File: config.mk
export PLATFORM = sky130hd
export DESIGN_NAME = sd_spi_init_and_block_read_unit_flat
export DESIGN_NICKNAME = d
export VERILOG_FILES = /design/src/rtl/sdspi_pkg.sv /design/src/rtl/sdspi_if.sv /design/src/rtl/sd_spi_init_and_block_read_unit.sv /design/src/flat_wrapper.sv
export SDC_FILE = /design/constraint.sdc
export NUM_CORES = 1
export LEC_CHECK = 0
export BUFFER_PORTS_ARGS = -buffer_cell sky130_fd_sc_hd__buf_2
export CAP_MARGIN = 20
export CORE_ASPECT_RATIO = 1.2
export CORE_UTILIZATION = 55
export DETAILED_ROUTE_END_ITERATION = 12
export GPL_TIMING_DRIVEN = 1
export PLACE_DENSITY = 0.78
export SYNTH_ARGS = -nofsm -noshare
export SYNTH_HDL_FRONTEND = slang
export SYNTH_SLANG_ARGS = --single-unit
File: constraint.sdc
create_clock -name clk -period 4.5 [get_ports clk]
set_input_delay 0.45 -clock clk [delete_from_list [all_inputs] [get_ports clk]]
set_output_delay 0.45 -clock clk [all_outputs]
set_load 0.02 [all_outputs]
File: src/rtl/sdspi_pkg.sv
// ----------------------------------------------------------------------------
// SD SPI sequencer package
// Codes, widths and command frame tables shared by the sequencer files.
// ----------------------------------------------------------------------------
package sdspi_pkg;

    // Payload bytes in one block
    localparam int BLOCK_SIZE = 512;

    // Byte counter covers the block length and the 8-bit limits
    localparam int CNT_W = ($clog2(BLOCK_SIZE + 1) > 8) ? $clog2(BLOCK_SIZE + 1) : 8;

    localparam logic [7:0]  BYTE_IDLE   = 8'hff;
    localparam logic [7:0]  TOKEN_START = 8'hfe;
    localparam logic [7:0]  ECHO_CHECK  = 8'haa;
    localparam logic [7:0]  R1_IDLE     = 8'h01;
    localparam logic [7:0]  R1_READY    = 8'h00;
    localparam logic [7:0]  CMD_START   = 8'h40;
    localparam logic [7:0]  CRC_CMD0    = 8'h95;
    localparam logic [7:0]  CRC_CMD8    = 8'h87;
    localparam logic [7:0]  CRC_OTHER   = 8'h01;
    localparam logic [31:0] ARG_CMD8    = 32'h0000_01aa;
    localparam logic [31:0] ARG_ACMD41  = 32'h4000_0000;

    // Frame: command, four argument bytes, crc, two fillers
    localparam int FRAME_LEN  = 8;
    localparam int R7_LEN     = 4;
    localparam int CRC_LEN    = 2;

    typedef enum logic [1:0] {
        OP_INIT = 2'd0,
        OP_READ = 2'd1,
        OP_SLOT = 2'd2,
        OP_NONE = 2'd3
    } op_t;

    typedef enum logic [1:0] {
        ST_BUSY = 2'd0,
        ST_OK   = 2'd1,
        ST_FAIL = 2'd2
    } status_t;

    // Configuration register indexes
    typedef enum logic [2:0] {
        REG_RESPONSE_LIMIT = 3'd0,
        REG_TOKEN_LIMIT    = 3'd1,
        REG_INIT_LIMIT     = 3'd2,
        REG_DUMMY_BYTES    = 3'd3
    } reg_index_t;

    typedef enum logic [2:0] {
        CMD_GO_IDLE  = 3'd0,
        CMD_IF_COND  = 3'd1,
        CMD_APP      = 3'd2,
        CMD_OP_COND  = 3'd3,
        CMD_READ_BLK = 3'd4
    } cmd_t;

    typedef enum logic [8:0] {
        PH_IDLE  = 9'b000000001,
        PH_DUMMY = 9'b000000010,
        PH_FRAME = 9'b000000100,
        PH_WAIT  = 9'b000001000,
        PH_REL   = 9'b000010000,
        PH_R7    = 9'b000100000,
        PH_TOKEN = 9'b001000000,
        PH_DATA  = 9'b010000000,
        PH_CRC   = 9'b100000000
    } phase_t;

    // Byte of a command frame at position idx
    function automatic logic [7:0] frame_byte(cmd_t cmd, logic [2:0] idx,
                                              logic [31:0] blk);
        logic [31:0] arg;
        logic [7:0]  code;
        logic [7:0]  crc;
        logic [7:0]  b;
        unique case (cmd)
            CMD_GO_IDLE:  begin arg = '0;         code = 8'd0;  crc = CRC_CMD0;  end
            CMD_IF_COND:  begin arg = ARG_CMD8;   code = 8'd8;  crc = CRC_CMD8;  end
            CMD_APP:      begin arg = '0;         code = 8'd55; crc = CRC_OTHER; end
            CMD_OP_COND:  begin arg = ARG_ACMD41; code = 8'd41; crc = CRC_OTHER; end
            CMD_READ_BLK: begin arg = blk;        code = 8'd17; crc = CRC_OTHER; end
            default:      begin arg = '0;         code = 8'd0;  crc = CRC_OTHER; end
        endcase
        unique case (idx)
            3'd0:    b = CMD_START | code;
            3'd1:    b = arg[31:24];
            3'd2:    b = arg[23:16];
            3'd3:    b = arg[15:8];
            3'd4:    b = arg[7:0];
            3'd5:    b = crc;
            default: b = BYTE_IDLE;
        endcase
        return b;
    endfunction

endpackage

File: src/rtl/sdspi_if.sv
// ----------------------------------------------------------------------------
// SD SPI sequencer channels
// Request, response and register write channels with valid/ready handshake.
// ----------------------------------------------------------------------------
interface sdspi_req_if;
    logic        valid;
    logic        ready;
    logic [1:0]  op;
    logic [31:0] block_address;
    logic [7:0]  rx_byte;

    modport source (output valid, output op, output block_address, output rx_byte,
                    input ready);
    modport sink (input valid, input op, input block_address, input rx_byte,
                  output ready);
endinterface

interface sdspi_rsp_if;
    logic       valid;
    logic       ready;
    logic [7:0] tx_byte;
    logic       card_select;
    logic       fast_clock;
    logic       data_valid;
    logic [7:0] data_byte;
    logic       last_data;
    logic [1:0] status;

    modport source (output valid, output tx_byte, output card_select, output fast_clock,
                    output data_valid, output data_byte, output last_data,
                    output status, input ready);
    modport sink (input valid, input tx_byte, input card_select, input fast_clock,
                  input data_valid, input data_byte, input last_data,
                  input status, output ready);
endinterface

interface sdspi_cfg_if;
    logic        valid;
    logic        ready;
    logic [2:0]  reg_index;
    logic [15:0] wdata;

    modport source (output valid, output reg_index, output wdata, input ready);
    modport sink (input valid, input reg_index, input wdata, output ready);
endinterface

File: src/rtl/sd_spi_init_and_block_read_unit.sv
// ----------------------------------------------------------------------------
// SD card SPI-mode init and block read sequencer
// Byte-slot sequencer: each request reports one slot or starts an operation,
// each response names the next slot's byte and chip select level.
// ----------------------------------------------------------------------------
// One request is taken per clock while no response waits or it is being taken.
// Each request that carries an op other than the unused code produces exactly
// one response, registered in the cycle after acceptance; the unused op code
// is taken and produces none. The next state and response are worked out
// combinationally from the sequencer registers, and a single response
// register decouples the two sides, so a request is still taken while a
// finished response waits, as long as the response is being taken in that
// same cycle. Register writes are taken every cycle and should only be
// issued while no operation is in flight. No clearing pass follows reset.
module sd_spi_init_and_block_read_unit (
    input  logic             clk,
    input  logic             rst_n,
    sdspi_req_if.sink        req,
    sdspi_rsp_if.source      rsp,
    sdspi_cfg_if.sink        cfg
);

    typedef logic [sdspi_pkg::CNT_W-1:0] cnt_t;
    typedef logic [sdspi_pkg::CNT_W:0]   cnt_ext_t;

    // Configuration registers
    logic [7:0]  response_limit_reg;
    logic [15:0] token_limit_reg;
    logic [15:0] init_limit_reg;
    logic [7:0]  dummy_bytes_reg;

    // Sequencer state
    sdspi_pkg::phase_t phase_reg, phase_next;
    sdspi_pkg::cmd_t   cmd_reg, cmd_next;
    cnt_t              byte_count_reg, byte_count_next;
    logic [15:0]       attempt_count_reg, attempt_count_next;
    logic [7:0]        saved_response_reg, saved_response_next;
    logic [31:0]       read_block_reg, read_block_next;
    logic              card_ready_reg, card_ready_next;

    // Response register
    logic              rsp_valid_reg, rsp_valid_next;
    logic [7:0]        tx_byte_reg, tx_byte_next;
    logic              card_select_reg, card_select_next;
    logic              data_valid_reg, data_valid_next;
    logic [7:0]        data_byte_reg, data_byte_next;
    logic              last_data_reg, last_data_next;
    sdspi_pkg::status_t status_reg, status_next;

    logic        req_fire;
    logic        rsp_load;
    cnt_ext_t    count_inc;
    logic [15:0] attempt_inc;
    logic [7:0]  response_min;
    logic [15:0] token_min;
    logic [15:0] init_min;
    logic [7:0]  dummy_min;

    // Handshake
    assign req.ready = !rsp_valid_reg || rsp.ready;
    assign req_fire  = req.valid && req.ready;
    assign rsp_load  = req_fire && (sdspi_pkg::op_t'(req.op) != sdspi_pkg::OP_NONE);
    assign cfg.ready = 1'b1;

    // Zero limits count as one
    assign response_min = (response_limit_reg == 8'd0) ? 8'd1 : response_limit_reg;
    assign token_min    = (token_limit_reg == 16'd0) ? 16'd1 : token_limit_reg;
    assign init_min     = (init_limit_reg == 16'd0) ? 16'd1 : init_limit_reg;
    assign dummy_min    = (dummy_bytes_reg == 8'd0) ? 8'd1 : dummy_bytes_reg;

    assign count_inc   = cnt_ext_t'(byte_count_reg) + cnt_ext_t'(1);
    assign attempt_inc = attempt_count_reg + 16'd1;

    // Advance the sequencer by one request
    always_comb
    begin
        phase_next          = phase_reg;
        cmd_next            = cmd_reg;
        byte_count_next     = byte_count_reg;
        attempt_count_next  = attempt_count_reg;
        saved_response_next = saved_response_reg;
        read_block_next     = read_block_reg;
        card_ready_next     = card_ready_reg;
        data_valid_next     = 1'b0;
        data_byte_next      = 8'd0;
        last_data_next      = 1'b0;
        status_next         = sdspi_pkg::ST_BUSY;
        tx_byte_next        = sdspi_pkg::BYTE_IDLE;
        card_select_next    = 1'b0;

        unique case (sdspi_pkg::op_t'(req.op))
            sdspi_pkg::OP_INIT:
            begin
                card_ready_next     = 1'b0;
                phase_next          = sdspi_pkg::PH_DUMMY;
                byte_count_next     = '0;
                attempt_count_next  = 16'd0;
                saved_response_next = 8'd0;
            end
            sdspi_pkg::OP_READ:
            begin
                read_block_next = req.block_address;
                phase_next      = sdspi_pkg::PH_FRAME;
                cmd_next        = sdspi_pkg::CMD_READ_BLK;
                byte_count_next = '0;
            end
            sdspi_pkg::OP_SLOT:
            begin
                unique case (phase_reg)
                    sdspi_pkg::PH_IDLE:
                    begin
                        phase_next = sdspi_pkg::PH_IDLE;
                    end
                    sdspi_pkg::PH_DUMMY:
                    begin
                        byte_count_next = count_inc[sdspi_pkg::CNT_W-1:0];
                        if (count_inc >= cnt_ext_t'(dummy_min))
                        begin
                            phase_next      = sdspi_pkg::PH_FRAME;
                            cmd_next        = sdspi_pkg::CMD_GO_IDLE;
                            byte_count_next = '0;
                        end
                    end
                    sdspi_pkg::PH_FRAME:
                    begin
                        byte_count_next = count_inc[sdspi_pkg::CNT_W-1:0];
                        if (count_inc >= cnt_ext_t'(sdspi_pkg::FRAME_LEN))
                        begin
                            phase_next      = sdspi_pkg::PH_WAIT;
                            byte_count_next = '0;
                        end
                    end
                    sdspi_pkg::PH_WAIT:
                    begin
                        if (req.rx_byte != sdspi_pkg::BYTE_IDLE)
                        begin
                            saved_response_next = req.rx_byte;
                            byte_count_next     = '0;
                            if (cmd_reg == sdspi_pkg::CMD_IF_COND)
                            begin
                                phase_next = sdspi_pkg::PH_R7;
                            end
                            else if (cmd_reg == sdspi_pkg::CMD_READ_BLK)
                            begin
                                if (req.rx_byte == sdspi_pkg::R1_READY)
                                begin
                                    phase_next         = sdspi_pkg::PH_TOKEN;
                                    attempt_count_next = 16'd0;
                                end
                                else
                                begin
                                    phase_next  = sdspi_pkg::PH_IDLE;
                                    status_next = sdspi_pkg::ST_FAIL;
                                end
                            end
                            else
                            begin
                                phase_next = sdspi_pkg::PH_REL;
                            end
                        end
                        else
                        begin
                            byte_count_next = count_inc[sdspi_pkg::CNT_W-1:0];
                            if (count_inc >= cnt_ext_t'(response_min))
                            begin
                                phase_next  = sdspi_pkg::PH_IDLE;
                                status_next = sdspi_pkg::ST_FAIL;
                            end
                        end
                    end
                    sdspi_pkg::PH_R7:
                    begin
                        byte_count_next = count_inc[sdspi_pkg::CNT_W-1:0];
                        if (count_inc >= cnt_ext_t'(sdspi_pkg::R7_LEN))
                        begin
                            // Drop the saved R1 on a bad echo so the check fails
                            if (req.rx_byte != sdspi_pkg::ECHO_CHECK)
                            begin
                                saved_response_next = 8'd0;
                            end
                            phase_next      = sdspi_pkg::PH_REL;
                            byte_count_next = '0;
                        end
                    end
                    sdspi_pkg::PH_REL:
                    begin
                        phase_next = sdspi_pkg::PH_IDLE;
                        unique case (cmd_reg)
                            sdspi_pkg::CMD_GO_IDLE:
                            begin
                                if (saved_response_reg == sdspi_pkg::R1_IDLE)
                                begin
                                    phase_next      = sdspi_pkg::PH_FRAME;
                                    cmd_next        = sdspi_pkg::CMD_IF_COND;
                                    byte_count_next = '0;
                                end
                                else
                                begin
                                    status_next = sdspi_pkg::ST_FAIL;
                                end
                            end
                            sdspi_pkg::CMD_IF_COND:
                            begin
                                if (saved_response_reg == sdspi_pkg::R1_IDLE)
                                begin
                                    attempt_count_next = 16'd0;
                                    phase_next         = sdspi_pkg::PH_FRAME;
                                    cmd_next           = sdspi_pkg::CMD_APP;
                                    byte_count_next    = '0;
                                end
                                else
                                begin
                                    status_next = sdspi_pkg::ST_FAIL;
                                end
                            end
                            sdspi_pkg::CMD_APP:
                            begin
                                phase_next      = sdspi_pkg::PH_FRAME;
                                cmd_next        = sdspi_pkg::CMD_OP_COND;
                                byte_count_next = '0;
                            end
                            sdspi_pkg::CMD_OP_COND:
                            begin
                                if (saved_response_reg == sdspi_pkg::R1_READY)
                                begin
                                    card_ready_next = 1'b1;
                                    status_next     = sdspi_pkg::ST_OK;
                                end
                                else if (saved_response_reg == sdspi_pkg::R1_IDLE)
                                begin
                                    attempt_count_next = attempt_inc;
                                    if (attempt_inc >= init_min)
                                    begin
                                        status_next = sdspi_pkg::ST_FAIL;
                                    end
                                    else
                                    begin
                                        phase_next      = sdspi_pkg::PH_FRAME;
                                        cmd_next        = sdspi_pkg::CMD_APP;
                                        byte_count_next = '0;
                                    end
                                end
                                else
                                begin
                                    status_next = sdspi_pkg::ST_FAIL;
                                end
                            end
                            default:
                            begin
                                status_next = sdspi_pkg::ST_OK;
                            end
                        endcase
                    end
                    sdspi_pkg::PH_TOKEN:
                    begin
                        if (req.rx_byte == sdspi_pkg::TOKEN_START)
                        begin
                            phase_next      = sdspi_pkg::PH_DATA;
                            byte_count_next = '0;
                        end
                        else if (req.rx_byte != sdspi_pkg::BYTE_IDLE)
                        begin
                            phase_next  = sdspi_pkg::PH_IDLE;
                            status_next = sdspi_pkg::ST_FAIL;
                        end
                        else
                        begin
                            attempt_count_next = attempt_inc;
                            if (attempt_inc >= token_min)
                            begin
                                phase_next  = sdspi_pkg::PH_IDLE;
                                status_next = sdspi_pkg::ST_FAIL;
                            end
                        end
                    end
                    sdspi_pkg::PH_DATA:
                    begin
                        data_valid_next = 1'b1;
                        data_byte_next  = req.rx_byte;
                        byte_count_next = count_inc[sdspi_pkg::CNT_W-1:0];
                        if (count_inc >= cnt_ext_t'(sdspi_pkg::BLOCK_SIZE))
                        begin
                            last_data_next  = 1'b1;
                            phase_next      = sdspi_pkg::PH_CRC;
                            byte_count_next = '0;
                        end
                    end
                    sdspi_pkg::PH_CRC:
                    begin
                        byte_count_next = count_inc[sdspi_pkg::CNT_W-1:0];
                        if (count_inc >= cnt_ext_t'(sdspi_pkg::CRC_LEN))
                        begin
                            phase_next      = sdspi_pkg::PH_REL;
                            byte_count_next = '0;
                        end
                    end
                    default:
                    begin
                        phase_next = sdspi_pkg::PH_IDLE;
                    end
                endcase
            end
            default:
            begin
                phase_next = phase_reg;
            end
        endcase

        // Next slot byte and chip select follow the new phase
        if (phase_next == sdspi_pkg::PH_FRAME)
        begin
            tx_byte_next     = sdspi_pkg::frame_byte(cmd_next, byte_count_next[2:0],
                                                     read_block_next);
            card_select_next = 1'b1;
        end
        else if (phase_next != sdspi_pkg::PH_IDLE && phase_next != sdspi_pkg::PH_DUMMY)
        begin
            card_select_next = 1'b1;
        end
    end

    // Response valid: load on a producing request, drop when taken
    always_comb
    begin
        if (rsp_load)
        begin
            rsp_valid_next = 1'b1;
        end
        else if (rsp.ready)
        begin
            rsp_valid_next = 1'b0;
        end
        else
        begin
            rsp_valid_next = rsp_valid_reg;
        end
    end

    // Hold the sequencer state
    always_ff @(posedge clk or negedge rst_n)
    begin
        if (!rst_n)
        begin
            phase_reg          <= sdspi_pkg::PH_IDLE;
            cmd_reg            <= sdspi_pkg::CMD_GO_IDLE;
            byte_count_reg     <= '0;
            attempt_count_reg  <= 16'd0;
            saved_response_reg <= 8'd0;
            read_block_reg     <= 32'd0;
            card_ready_reg     <= 1'b0;
            rsp_valid_reg      <= 1'b0;
        end
        else
        begin
            rsp_valid_reg <= rsp_valid_next;
            if (rsp_load)
            begin
                phase_reg          <= phase_next;
                cmd_reg            <= cmd_next;
                byte_count_reg     <= byte_count_next;
                attempt_count_reg  <= attempt_count_next;
                saved_response_reg <= saved_response_next;
                read_block_reg     <= read_block_next;
                card_ready_reg     <= card_ready_next;
            end
        end
    end

    // Capture the response payload
    always_ff @(posedge clk)
    begin
        if (rsp_load)
        begin
            tx_byte_reg     <= tx_byte_next;
            card_select_reg <= card_select_next;
            data_valid_reg  <= data_valid_next;
            data_byte_reg   <= data_byte_next;
            last_data_reg   <= last_data_next;
            status_reg      <= status_next;
        end
    end

    // Take register writes
    always_ff @(posedge clk or negedge rst_n)
    begin
        if (!rst_n)
        begin
            response_limit_reg <= 8'd32;
            token_limit_reg    <= 16'd1024;
            init_limit_reg     <= 16'd1024;
            dummy_bytes_reg    <= 8'd10;
        end
        else if (cfg.valid)
        begin
            unique case (sdspi_pkg::reg_index_t'(cfg.reg_index))
                sdspi_pkg::REG_RESPONSE_LIMIT: response_limit_reg <= cfg.wdata[7:0];
                sdspi_pkg::REG_TOKEN_LIMIT:    token_limit_reg    <= cfg.wdata;
                sdspi_pkg::REG_INIT_LIMIT:     init_limit_reg     <= cfg.wdata;
                sdspi_pkg::REG_DUMMY_BYTES:    dummy_bytes_reg    <= cfg.wdata[7:0];
                default:                       dummy_bytes_reg    <= dummy_bytes_reg;
            endcase
        end
    end

    // Drive the response channel
    assign rsp.valid       = rsp_valid_reg;
    assign rsp.tx_byte     = tx_byte_reg;
    assign rsp.card_select = card_select_reg;
    assign rsp.fast_clock  = card_ready_reg;
    assign rsp.data_valid  = data_valid_reg;
    assign rsp.data_byte   = data_byte_reg;
    assign rsp.last_data   = last_data_reg;
    assign rsp.status      = status_reg;

endmodule

File: src/flat_wrapper.sv
// flat-port wrapper written by rule: the top's interface ports become plain ports
module sd_spi_init_and_block_read_unit_flat 
  (clk, rst_n, req_valid, req_op, req_block_address, req_rx_byte, req_ready, rsp_valid, rsp_tx_byte, rsp_card_select, rsp_fast_clock, rsp_data_valid, rsp_data_byte, rsp_last_data, rsp_status, rsp_ready, cfg_valid, cfg_reg_index, cfg_wdata, cfg_ready);
  sdspi_req_if req_i ();
  sdspi_rsp_if rsp_i ();
  sdspi_cfg_if cfg_i ();
  input  logic clk;
  input  logic rst_n;
  input wire logic [$bits(req_i.valid)-1:0] req_valid;
  input wire logic [$bits(req_i.op)-1:0] req_op;
  input wire logic [$bits(req_i.block_address)-1:0] req_block_address;
  input wire logic [$bits(req_i.rx_byte)-1:0] req_rx_byte;
  output wire logic [$bits(req_i.ready)-1:0] req_ready;
  output wire logic [$bits(rsp_i.valid)-1:0] rsp_valid;
  output wire logic [$bits(rsp_i.tx_byte)-1:0] rsp_tx_byte;
  output wire logic [$bits(rsp_i.card_select)-1:0] rsp_card_select;
  output wire logic [$bits(rsp_i.fast_clock)-1:0] rsp_fast_clock;
  output wire logic [$bits(rsp_i.data_valid)-1:0] rsp_data_valid;
  output wire logic [$bits(rsp_i.data_byte)-1:0] rsp_data_byte;
  output wire logic [$bits(rsp_i.last_data)-1:0] rsp_last_data;
  output wire logic [$bits(rsp_i.status)-1:0] rsp_status;
  input wire logic [$bits(rsp_i.ready)-1:0] rsp_ready;
  input wire logic [$bits(cfg_i.valid)-1:0] cfg_valid;
  input wire logic [$bits(cfg_i.reg_index)-1:0] cfg_reg_index;
  input wire logic [$bits(cfg_i.wdata)-1:0] cfg_wdata;
  output wire logic [$bits(cfg_i.ready)-1:0] cfg_ready;
  assign req_i.valid = req_valid;
  assign req_i.op = req_op;
  assign req_i.block_address = req_block_address;
  assign req_i.rx_byte = req_rx_byte;
  assign req_ready = req_i.ready;
  assign rsp_valid = rsp_i.valid;
  assign rsp_tx_byte = rsp_i.tx_byte;
  assign rsp_card_select = rsp_i.card_select;
  assign rsp_fast_clock = rsp_i.fast_clock;
  assign rsp_data_valid = rsp_i.data_valid;
  assign rsp_data_byte = rsp_i.data_byte;
  assign rsp_last_data = rsp_i.last_data;
  assign rsp_status = rsp_i.status;
  assign rsp_i.ready = rsp_ready;
  assign cfg_i.valid = cfg_valid;
  assign cfg_i.reg_index = cfg_reg_index;
  assign cfg_i.wdata = cfg_wdata;
  assign cfg_ready = cfg_i.ready;
  sd_spi_init_and_block_read_unit u_core (.clk(clk), .rst_n(rst_n), .req(req_i), .rsp(rsp_i), .cfg(cfg_i));
endmodule
# Word-level counts from Yosys, hierarchy flattened
# Cells that the tools add are included.
op_classes:
  eq_ne: 56
  n_addsub: 2
  reduce_logical: 30
  muxes: 92
  order_cmp: 8
op_table:
  columns: ["cell", "n"]
  rows:
  - ["$mux W16", 11]
  - ["$mux W9", 13]
  - ["$mux W10", 11]
  - ["$pmux W32 S3", 1]
  - ["$pmux W10 S8", 1]
  - ["$pmux W9 S8", 1]
  - ["$pmux W16 S2", 2]
  - ["$pmux W9 S3", 2]
  - ["$pmux W16 S3", 1]
  - ["$pmux W8 S2", 3]
  - ["$pmux W8 S6", 1]
  - ["$mux W8", 5]
  - ["$ge A16 B16 Y1", 2]
  - ["$logic_not A16 Y1", 2]
  - ["$logic_not A8 Y1", 4]
  - ["$mux W32", 1]
  - ["$pmux W10 S3", 1]
  - ["$eq A3 B2 Y1 const B", 8]
  - ["$mux W2", 12]
  - ["$mux W3", 8]
  - ["$pmux W6 S4", 1]
  - ["$ge A11 B8 Y1", 2]
  - ["$pmux W10 S2", 1]
  - ["$eq A9 B3 Y1 const B", 2]
  - ["48 further kinds", 92]
word_totals:
  elab_cells: 207
  register_bits: 149
  in_bits: 66
  out_inout_bits: 25

# Logic depth before layout (Yosys ltp)
depth:
  word_depth: 12
  mapped_depth: 18
  ltp_nobuf: 17

# Least setup slack after synthesis
# Ideal clock, no wire load.
synth_timing:
  kind: "flip-flop to flip-flop"
  from: "register u_core.attempt_count_reg[0]"
  to: "register u_core.tx_byte_reg[1] (netlist: u_core.rsp.tx_byte[1]) (data pin)"
  setup_ps: 265
  n_path_buf: 1
  synth_period_minus_slack_ps: 4476
  stages_incl_launch_ff: 17
  arrival_time_ps: 4211
  t_required_ps: 4235
  path_slack_ps: 24
  cell_sequence: "dfrtp_1 > and3_1 > nand3_1 > or3_1 > xnor2_1 > ha_1 > a21oi_1 > nor2_1 > or3_4 > a2111oi_4 > nor2_2 > o221a_4 > or3_4 > buf_6 > a2111oi_4 > nor3b_2 > nand4_1"
synth_via:
  elab_chain_cells: 11
  elab_cells_between_ends: 40
  classes_between: "add/sub (1); order compare (2); eq/ne (10); mux (25); reduce/logical (2)"
synth_rtl:
  columns: ["element", "line_no", "text"]
  rows:
  - ["start, declared", "sd_spi_init_and_block_read_unit.sv:36", "logic [15:0] attempt_count_reg, attempt_count_next;"]
  - ["start signal, assigned", "sd_spi_init_and_block_read_unit.sv:361", "attempt_count_reg <= attempt_count_next;"]
  - ["$add A16 B1 Y16 *", "sd_spi_init_and_block_read_unit.sv:72", "assign attempt_inc = attempt_count_reg + 16'd1;"]
  - ["$ge A16 B16 Y1", "sd_spi_init_and_block_read_unit.sv:232", "if (attempt_inc >= init_min)"]
  - ["$mux W3", "sd_spi_init_and_block_read_unit.sv:232", null]
  - ["$mux W3", "sd_spi_init_and_block_read_unit.sv:229", "else if (saved_response_reg == sdspi_pkg::R1_IDLE)"]
  - ["$mux W3", "sd_spi_init_and_block_read_unit.sv:224", "if (saved_response_reg == sdspi_pkg::R1_READY)"]
  - ["$pmux W3 S4", "sd_spi_init_and_block_read_unit.sv:188", "unique case (cmd_reg)"]
  - ["$pmux W3 S2", "sd_spi_init_and_block_read_unit.sv:109", "unique case (phase_reg)"]
  - ["$pmux W3 S2", "sd_spi_init_and_block_read_unit.sv:91", "unique case (sdspi_pkg::op_t'(req.op))"]
  - ["$eq A3 B3 Y1, or another cell as far along", "sdspi_pkg.sv:78", "unique case (cmd)"]
  - ["$pmux W6 S4, or another cell as far along", "sdspi_pkg.sv:78", null]
  - ["$pmux W8 S6", "sdspi_pkg.sv:86", "unique case (idx)"]
  - ["end signal, assigned", "sd_spi_init_and_block_read_unit.sv:374", "tx_byte_reg <= tx_byte_next;"]
  - ["end, declared", "sd_spi_init_and_block_read_unit.sv:43", "logic [7:0] tx_byte_reg, tx_byte_next;"]
# Every way passes the cells marked *; elsewhere a longest branch is shown, timed or not. The select of a mux whose other input is x is not followed.
# A chain may end at the register's enable or synchronous reset.

# Worst setup path after layout
layout_timing:
  from: "register u_core.attempt_count_reg[0]"
  to: "register u_core.tx_byte_reg[5] (netlist: u_core.rsp.tx_byte[5]) (data pin)"
layout_via:
  elab_chain_cells: 11
  elab_cells_between_ends: 38
  classes_between: "add/sub (1); order compare (2); eq/ne (10); mux (24); reduce/logical (1)"
layout_rtl:
  columns: ["element", "line_no"]
  rows:
  - ["$add A16 B1 Y16 *", "sd_spi_init_and_block_read_unit.sv:72"]
  - ["$ge A16 B16 Y1", "sd_spi_init_and_block_read_unit.sv:232"]
  - ["$mux W3", "sd_spi_init_and_block_read_unit.sv:232"]
  - ["$mux W3", "sd_spi_init_and_block_read_unit.sv:229"]
  - ["$mux W3", "sd_spi_init_and_block_read_unit.sv:224"]
  - ["$pmux W3 S4", "sd_spi_init_and_block_read_unit.sv:188"]
  - ["$pmux W3 S2", "sd_spi_init_and_block_read_unit.sv:109"]
  - ["$pmux W3 S2", "sd_spi_init_and_block_read_unit.sv:91"]
  - ["$eq A3 B3 Y1, or another cell as far along", "sdspi_pkg.sv:78"]
  - ["$pmux W6 S4 or $pmux W32 S3 (tied branches)", "sdspi_pkg.sv:78"]
  - ["$pmux W8 S6", "sdspi_pkg.sv:86"]
# Marks and branches as above.

==> flow_results.xml <==
<?xml version="1.0" encoding="UTF-8"?>
<metrics>
  <group name="status">
    <metric name="status" unit="">completed</metric>
  </group>
  <group name="timing">
    <metric name="finalCriticalPeriod" unit="ns">4.381</metric>
    <metric name="finalHoldWorstSlack" unit="ns">0.04086</metric>
    <metric name="setup-violations-final" unit="">0</metric>
    <metric name="slew_headroom" unit="%">48.02</metric>
    <metric name="worst_slew_pin_slew" unit="ns">0.7737</metric>
    <metric name="finalHoldViolations" unit="">0</metric>
    <metric name="post-route-period-util" unit="%">97.35</metric>
    <metric name="fmax" unit="GHz">0.2283</metric>
    <metric name="skew" unit="ns">0.007251</metric>
    <metric name="setup_total_negative_slack" unit="ns">0</metric>
    <metric name="timing.final.max_slew_violations" unit="">0</metric>
  </group>
  <group name="floorplanning">
    <metric name="die_w" unit="µm">122.6</metric>
    <metric name="area_of_the_die" unit="µm²">17980</metric>
    <metric name="die-height" unit="µm">146.7</metric>
    <metric name="core-area" unit="µm²">16980</metric>
    <metric name="initial_utilization" unit="%">56.49</metric>
    <metric name="ioPinCount" unit="">91</metric>
    <metric name="floorplan.rows" unit="">52</metric>
  </group>
  <group name="worst_setup_path">
    <metric name="critPathTopFamily" unit="">simple AND/OR/NAND/NOR gates</metric>
    <metric name="worst_setup_path_end_kind" unit="">flop</metric>
    <metric name="worst_path_largest_cell_delay" unit="ns">0.43</metric>
    <metric name="worst_path_max_delay_cell" unit="">a2111oi_4</metric>
    <metric name="worstPathBufferInverterCount" unit="">1</metric>
    <metric name="worst_case_register_to_register_setup_slack" unit="ns">0.12</metric>
    <metric name="worstRegToRegCells" unit="">16</metric>
    <metric name="worst-path-max-fanout" unit="">5</metric>
    <metric name="critPathKind" unit="">reg -&gt; reg</metric>
    <metric name="required_time_reported_for_the_critical_path_endpoint" unit="ns">4.67</metric>
    <metric name="reg2reg_from" unit="">u_core.attempt_count_reg[0]$_DFFE_PN0P_</metric>
    <metric name="crit-reg2reg-capture" unit="">u_core.rsp.tx_byte[5]$_SDFFCE_PP1P_</metric>
    <metric name="worst_setup_path_start_kind" unit="">flop</metric>
    <metric name="worst_ep_arrival_time" unit="ns">4.55</metric>
    <metric name="critPathMostFrequentCell" unit="">or3_4</metric>
    <metric name="cell_by_cell_listing_of_the_critical_path" unit="">and3_4 &gt; nand3_2 &gt; or3_4 &gt; xnor2_2 &gt; ha_1 &gt; a21oi_2 &gt; nor2_1 &gt; or3_4 &gt; a2111oi_4 &gt; nor2_2 &gt; o221a_4 &gt; or3_4 &gt; a2111oi_4 &gt; buf_4 &gt; and2_1 &gt; nand4_1</metric>
  </group>
  <group name="routing">
    <metric name="drt-pass1-iter-count" unit="">6</metric>
    <metric name="vias" unit="">8522</metric>
    <metric name="routed_wire_per_std_cell" unit="µm">18.43</metric>
    <metric name="antenna_left" unit="">0</metric>
    <metric name="drc_errors" unit="">0</metric>
    <metric name="drt-total-wl" unit="mm">25.46</metric>
    <metric name="avgViaCountPerCell" unit="">6.171</metric>
    <metric name="drt_iter0_drc" unit="">818</metric>
  </group>
  <group name="clock_tree">
    <metric name="cts_root_buffer" unit="">clkbuf_16</metric>
    <metric name="cts-root-to-sink-buffers" unit="">2</metric>
    <metric name="cts.sink_count" unit="">149</metric>
    <metric name="cts_tree" unit="">done</metric>
    <metric name="numCtsBuffers" unit="">17</metric>
    <metric name="postCtsHoldBufs" unit="">0</metric>
    <metric name="clk_pin_slew" unit="ns">0.06</metric>
    <metric name="clk-insertion-delay-late" unit="ns">0.43</metric>
    <metric name="depth_of_the_cts_h_tree" unit="">4</metric>
  </group>
  <group name="layout">
    <metric name="fin_nets" unit="">1273</metric>
    <metric name="fillCellCount" unit="">1372</metric>
    <metric name="post_route_cells_drive_above_1_share" unit="%">25.06</metric>
    <metric name="flow.area_growth_from_synthesis" unit="%">17.23</metric>
    <metric name="num_antenna_cells" unit="">0</metric>
    <metric name="seqCellArea" unit="µm²">3842</metric>
    <metric name="utilization" unit="%">66.22</metric>
    <metric name="multi_input_comb_area" unit="µm²">5419</metric>
    <metric name="layout_common_cells" unit="">nand2_1, dfrtp_1, o21ai_0</metric>
    <metric name="largest_register_ffs" unit="">32</metric>
    <metric name="most_frequent_standard_cell_in_the_layout_excluding_fill_and_tap_cells" unit="">nand2_1</metric>
  </group>
  <group name="logic_synthesis">
    <metric name="synthesized_cell_area" unit="µm²">9593</metric>
    <metric name="synth_edf_count" unit="">21</metric>
    <metric name="dominantRegCellSynth" unit="">dfrtp_1</metric>
    <metric name="fraction_of_synthesized_cell_area_in_xor_and_xnor_cells" unit="%">2.100</metric>
    <metric name="largest_family_of_logic_cells_by_synthesized_area" unit="">simple AND/OR/NAND/NOR gates</metric>
    <metric name="synth_top_cell_by_area" unit="">dfrtp_1</metric>
    <metric name="ys_ff_latch" unit="">149</metric>
    <metric name="synth-adder-area-share" unit="%">7.174</metric>
    <metric name="synth_nets" unit="">1156</metric>
    <metric name="synth-seq-area-share" unit="%">40.04</metric>
    <metric name="synth_async_sr_flop_share" unit="%">85.91</metric>
    <metric name="synth.lib_cells_used.distinct" unit="">76</metric>
    <metric name="yosysWarningCount" unit="">0</metric>
    <metric name="postSynthCellCount" unit="">1035</metric>
    <metric name="yosysTopAreaCellShare" unit="%">31.82</metric>
    <metric name="synth.area.mux_share" unit="%">9.169</metric>
    <metric name="synth_compound_gate_area_share" unit="%">15.96</metric>
    <metric name="top_area_cells_in_the_synthesized_netlist" unit="">dfrtp_1, ha_1, edfxtp_1, mux2_2, nand2_1</metric>
    <metric name="syn-mean-instance-area" unit="µm²">9.269</metric>
    <metric name="synth_simple_gate_area_share" unit="%">20.33</metric>
  </group>
  <group name="hold_path">
    <metric name="worstHoldPathType" unit="">in -&gt; async</metric>
  </group>
  <group name="pwr">
    <metric name="leakage" unit="nW">5.006</metric>
    <metric name="powerDensity" unit="nW/µm²">348.6</metric>
    <metric name="ir_drop" unit="µV">280.6</metric>
  </group>
  <group name="grt">
    <metric name="grt_remaining_overflow" unit="">0</metric>
    <metric name="antenna_found_initial" unit="">0</metric>
    <metric name="grt_first_pass_wirelength" unit="mm">41.22</metric>
    <metric name="grt_use_total" unit="%">29.76</metric>
    <metric name="grt_pass1_vias" unit="">8345</metric>
    <metric name="grt_start_max_net_pins" unit="">47</metric>
  </group>
  <group name="place">
    <metric name="place_congestion" unit="">0.9594</metric>
    <metric name="port_buffers" unit="">89</metric>
    <metric name="dpl.hpwl" unit="mm">18.95</metric>
  </group>
  <group name="run">
    <metric name="maxCapViolCount" unit="">0</metric>
  </group>
</metrics>
## power breakdown
group	internal [mW]	switching (mW)
registers	1.57	0.127
clock network	0.819	0.582
logic	0.356	0.471
## worst max path at each step
| stage | to | start | cells past startpoint | slack (ns) |
|---|---|---|---|---|
| global route | u_core.rsp.tx_byte[0]$_SDFFCE_PP1P_ | u_core.init_limit_reg[5]$_DFFE_PN0P_ | 14 | -0.04 |
| floorplan | u_core.rsp.tx_byte[1]$_SDFFCE_PP1P_ | u_core.attempt_count_reg[0]$_DFFE_PN0P_ | 16 | 0.02 |
| CTS | u_core.rsp.tx_byte[1]$_SDFFCE_PP1P_ | u_core.attempt_count_reg[0]$_DFFE_PN0P_ | 18 | 0.02 |
| global placement | u_core.rsp.tx_byte[1]$_SDFFCE_PP1P_ | u_core.attempt_count_reg[0]$_DFFE_PN0P_ | 17 | 0.08 |
| finish | u_core.rsp.tx_byte[5]$_SDFFCE_PP1P_ | u_core.attempt_count_reg[0]$_DFFE_PN0P_ | 16 | 0.12 |
| detailed placement | u_core.rsp.tx_byte[1]$_SDFFCE_PP1P_ | u_core.attempt_count_reg[0]$_DFFE_PN0P_ | 17 | -0.004 |
## stage by stage
stage	cells	setup slack [ns]	total power, mW	cell area (µm²)
2_1_floorplan	1035	0.02365	2.232	9593
3_3_place_gp	1344	0.07694	2.477	10470
3_5_place_dp	1344	-0.003760	2.511	10470
4_1_cts	1378	0.01824	3.918	11070
5_1_grt	1381	-0.03630	4.106	11250
6_report	1381	0.1193	3.920	11250
## metal layers
layer,global-route usage [%],wire length (µm),share of wire (%)
met1,37.20,10630,42
met2,50.14,12760,50
met3,4.531,1212,4.8
met4,13.48,862,3.4
met5,0,0,0
## worst reg2reg max path, delay by kind of cell, from the launching register on
family                   cells  cell delay [ns]
adder cells (fa/ha/maj)      1             0.32
AND/OR/NAND/NOR              9             1.93
flip-flops                   1             0.41
XOR/XNOR                     1             0.15
AO/OA/AOI/OAI                4             1.13
buffers and inverters        1             0.19
## repair_timing
| item | 4_1_cts | 5_1_grt |
|---|---|---|
| setup buffers | 2 | 3 |
| setup endpoints to repair | 1 | 8 |
| pin swaps | 1 | 15 |
| gates resized for setup | 1 | 33 |
## Yosys cell counts (10+ instances only)
cell and number:
ha_1 55, nand2_1 136, nor2_1 50, nand3_1 38, a21oi_1 33, mux2i_1 19, o211ai_1 12, nor4_1 18
edfxtp_1 21, nand4_1 25, o31ai_1 11, dfrtp_1 122, mux2_2 51, nor3_1 22, or3_1 10, xnor2_1 15
and3_1 24, o21ai_0 96, clkbuf_1 36, inv_1 66
## cell families after synthesis
group,Yosys count
simple gates,385
compound gates,231
flops,149
buf+inv,116
mux,75
fa+ha+maj,55
xor+xnor,23
other cells,1
## area by class of cell
class                      count  share of cell area [%]
timing repair buffer         147                   7.855
inverter                      67                   2.236
sequential                   149                   34.17
multi-input combinational    770                   48.19
clock buffer                  21                   4.272
clock inverter                11                  0.8789
tap                          216                   2.403
Note: power is estimated with default switching activity, not from simulation.
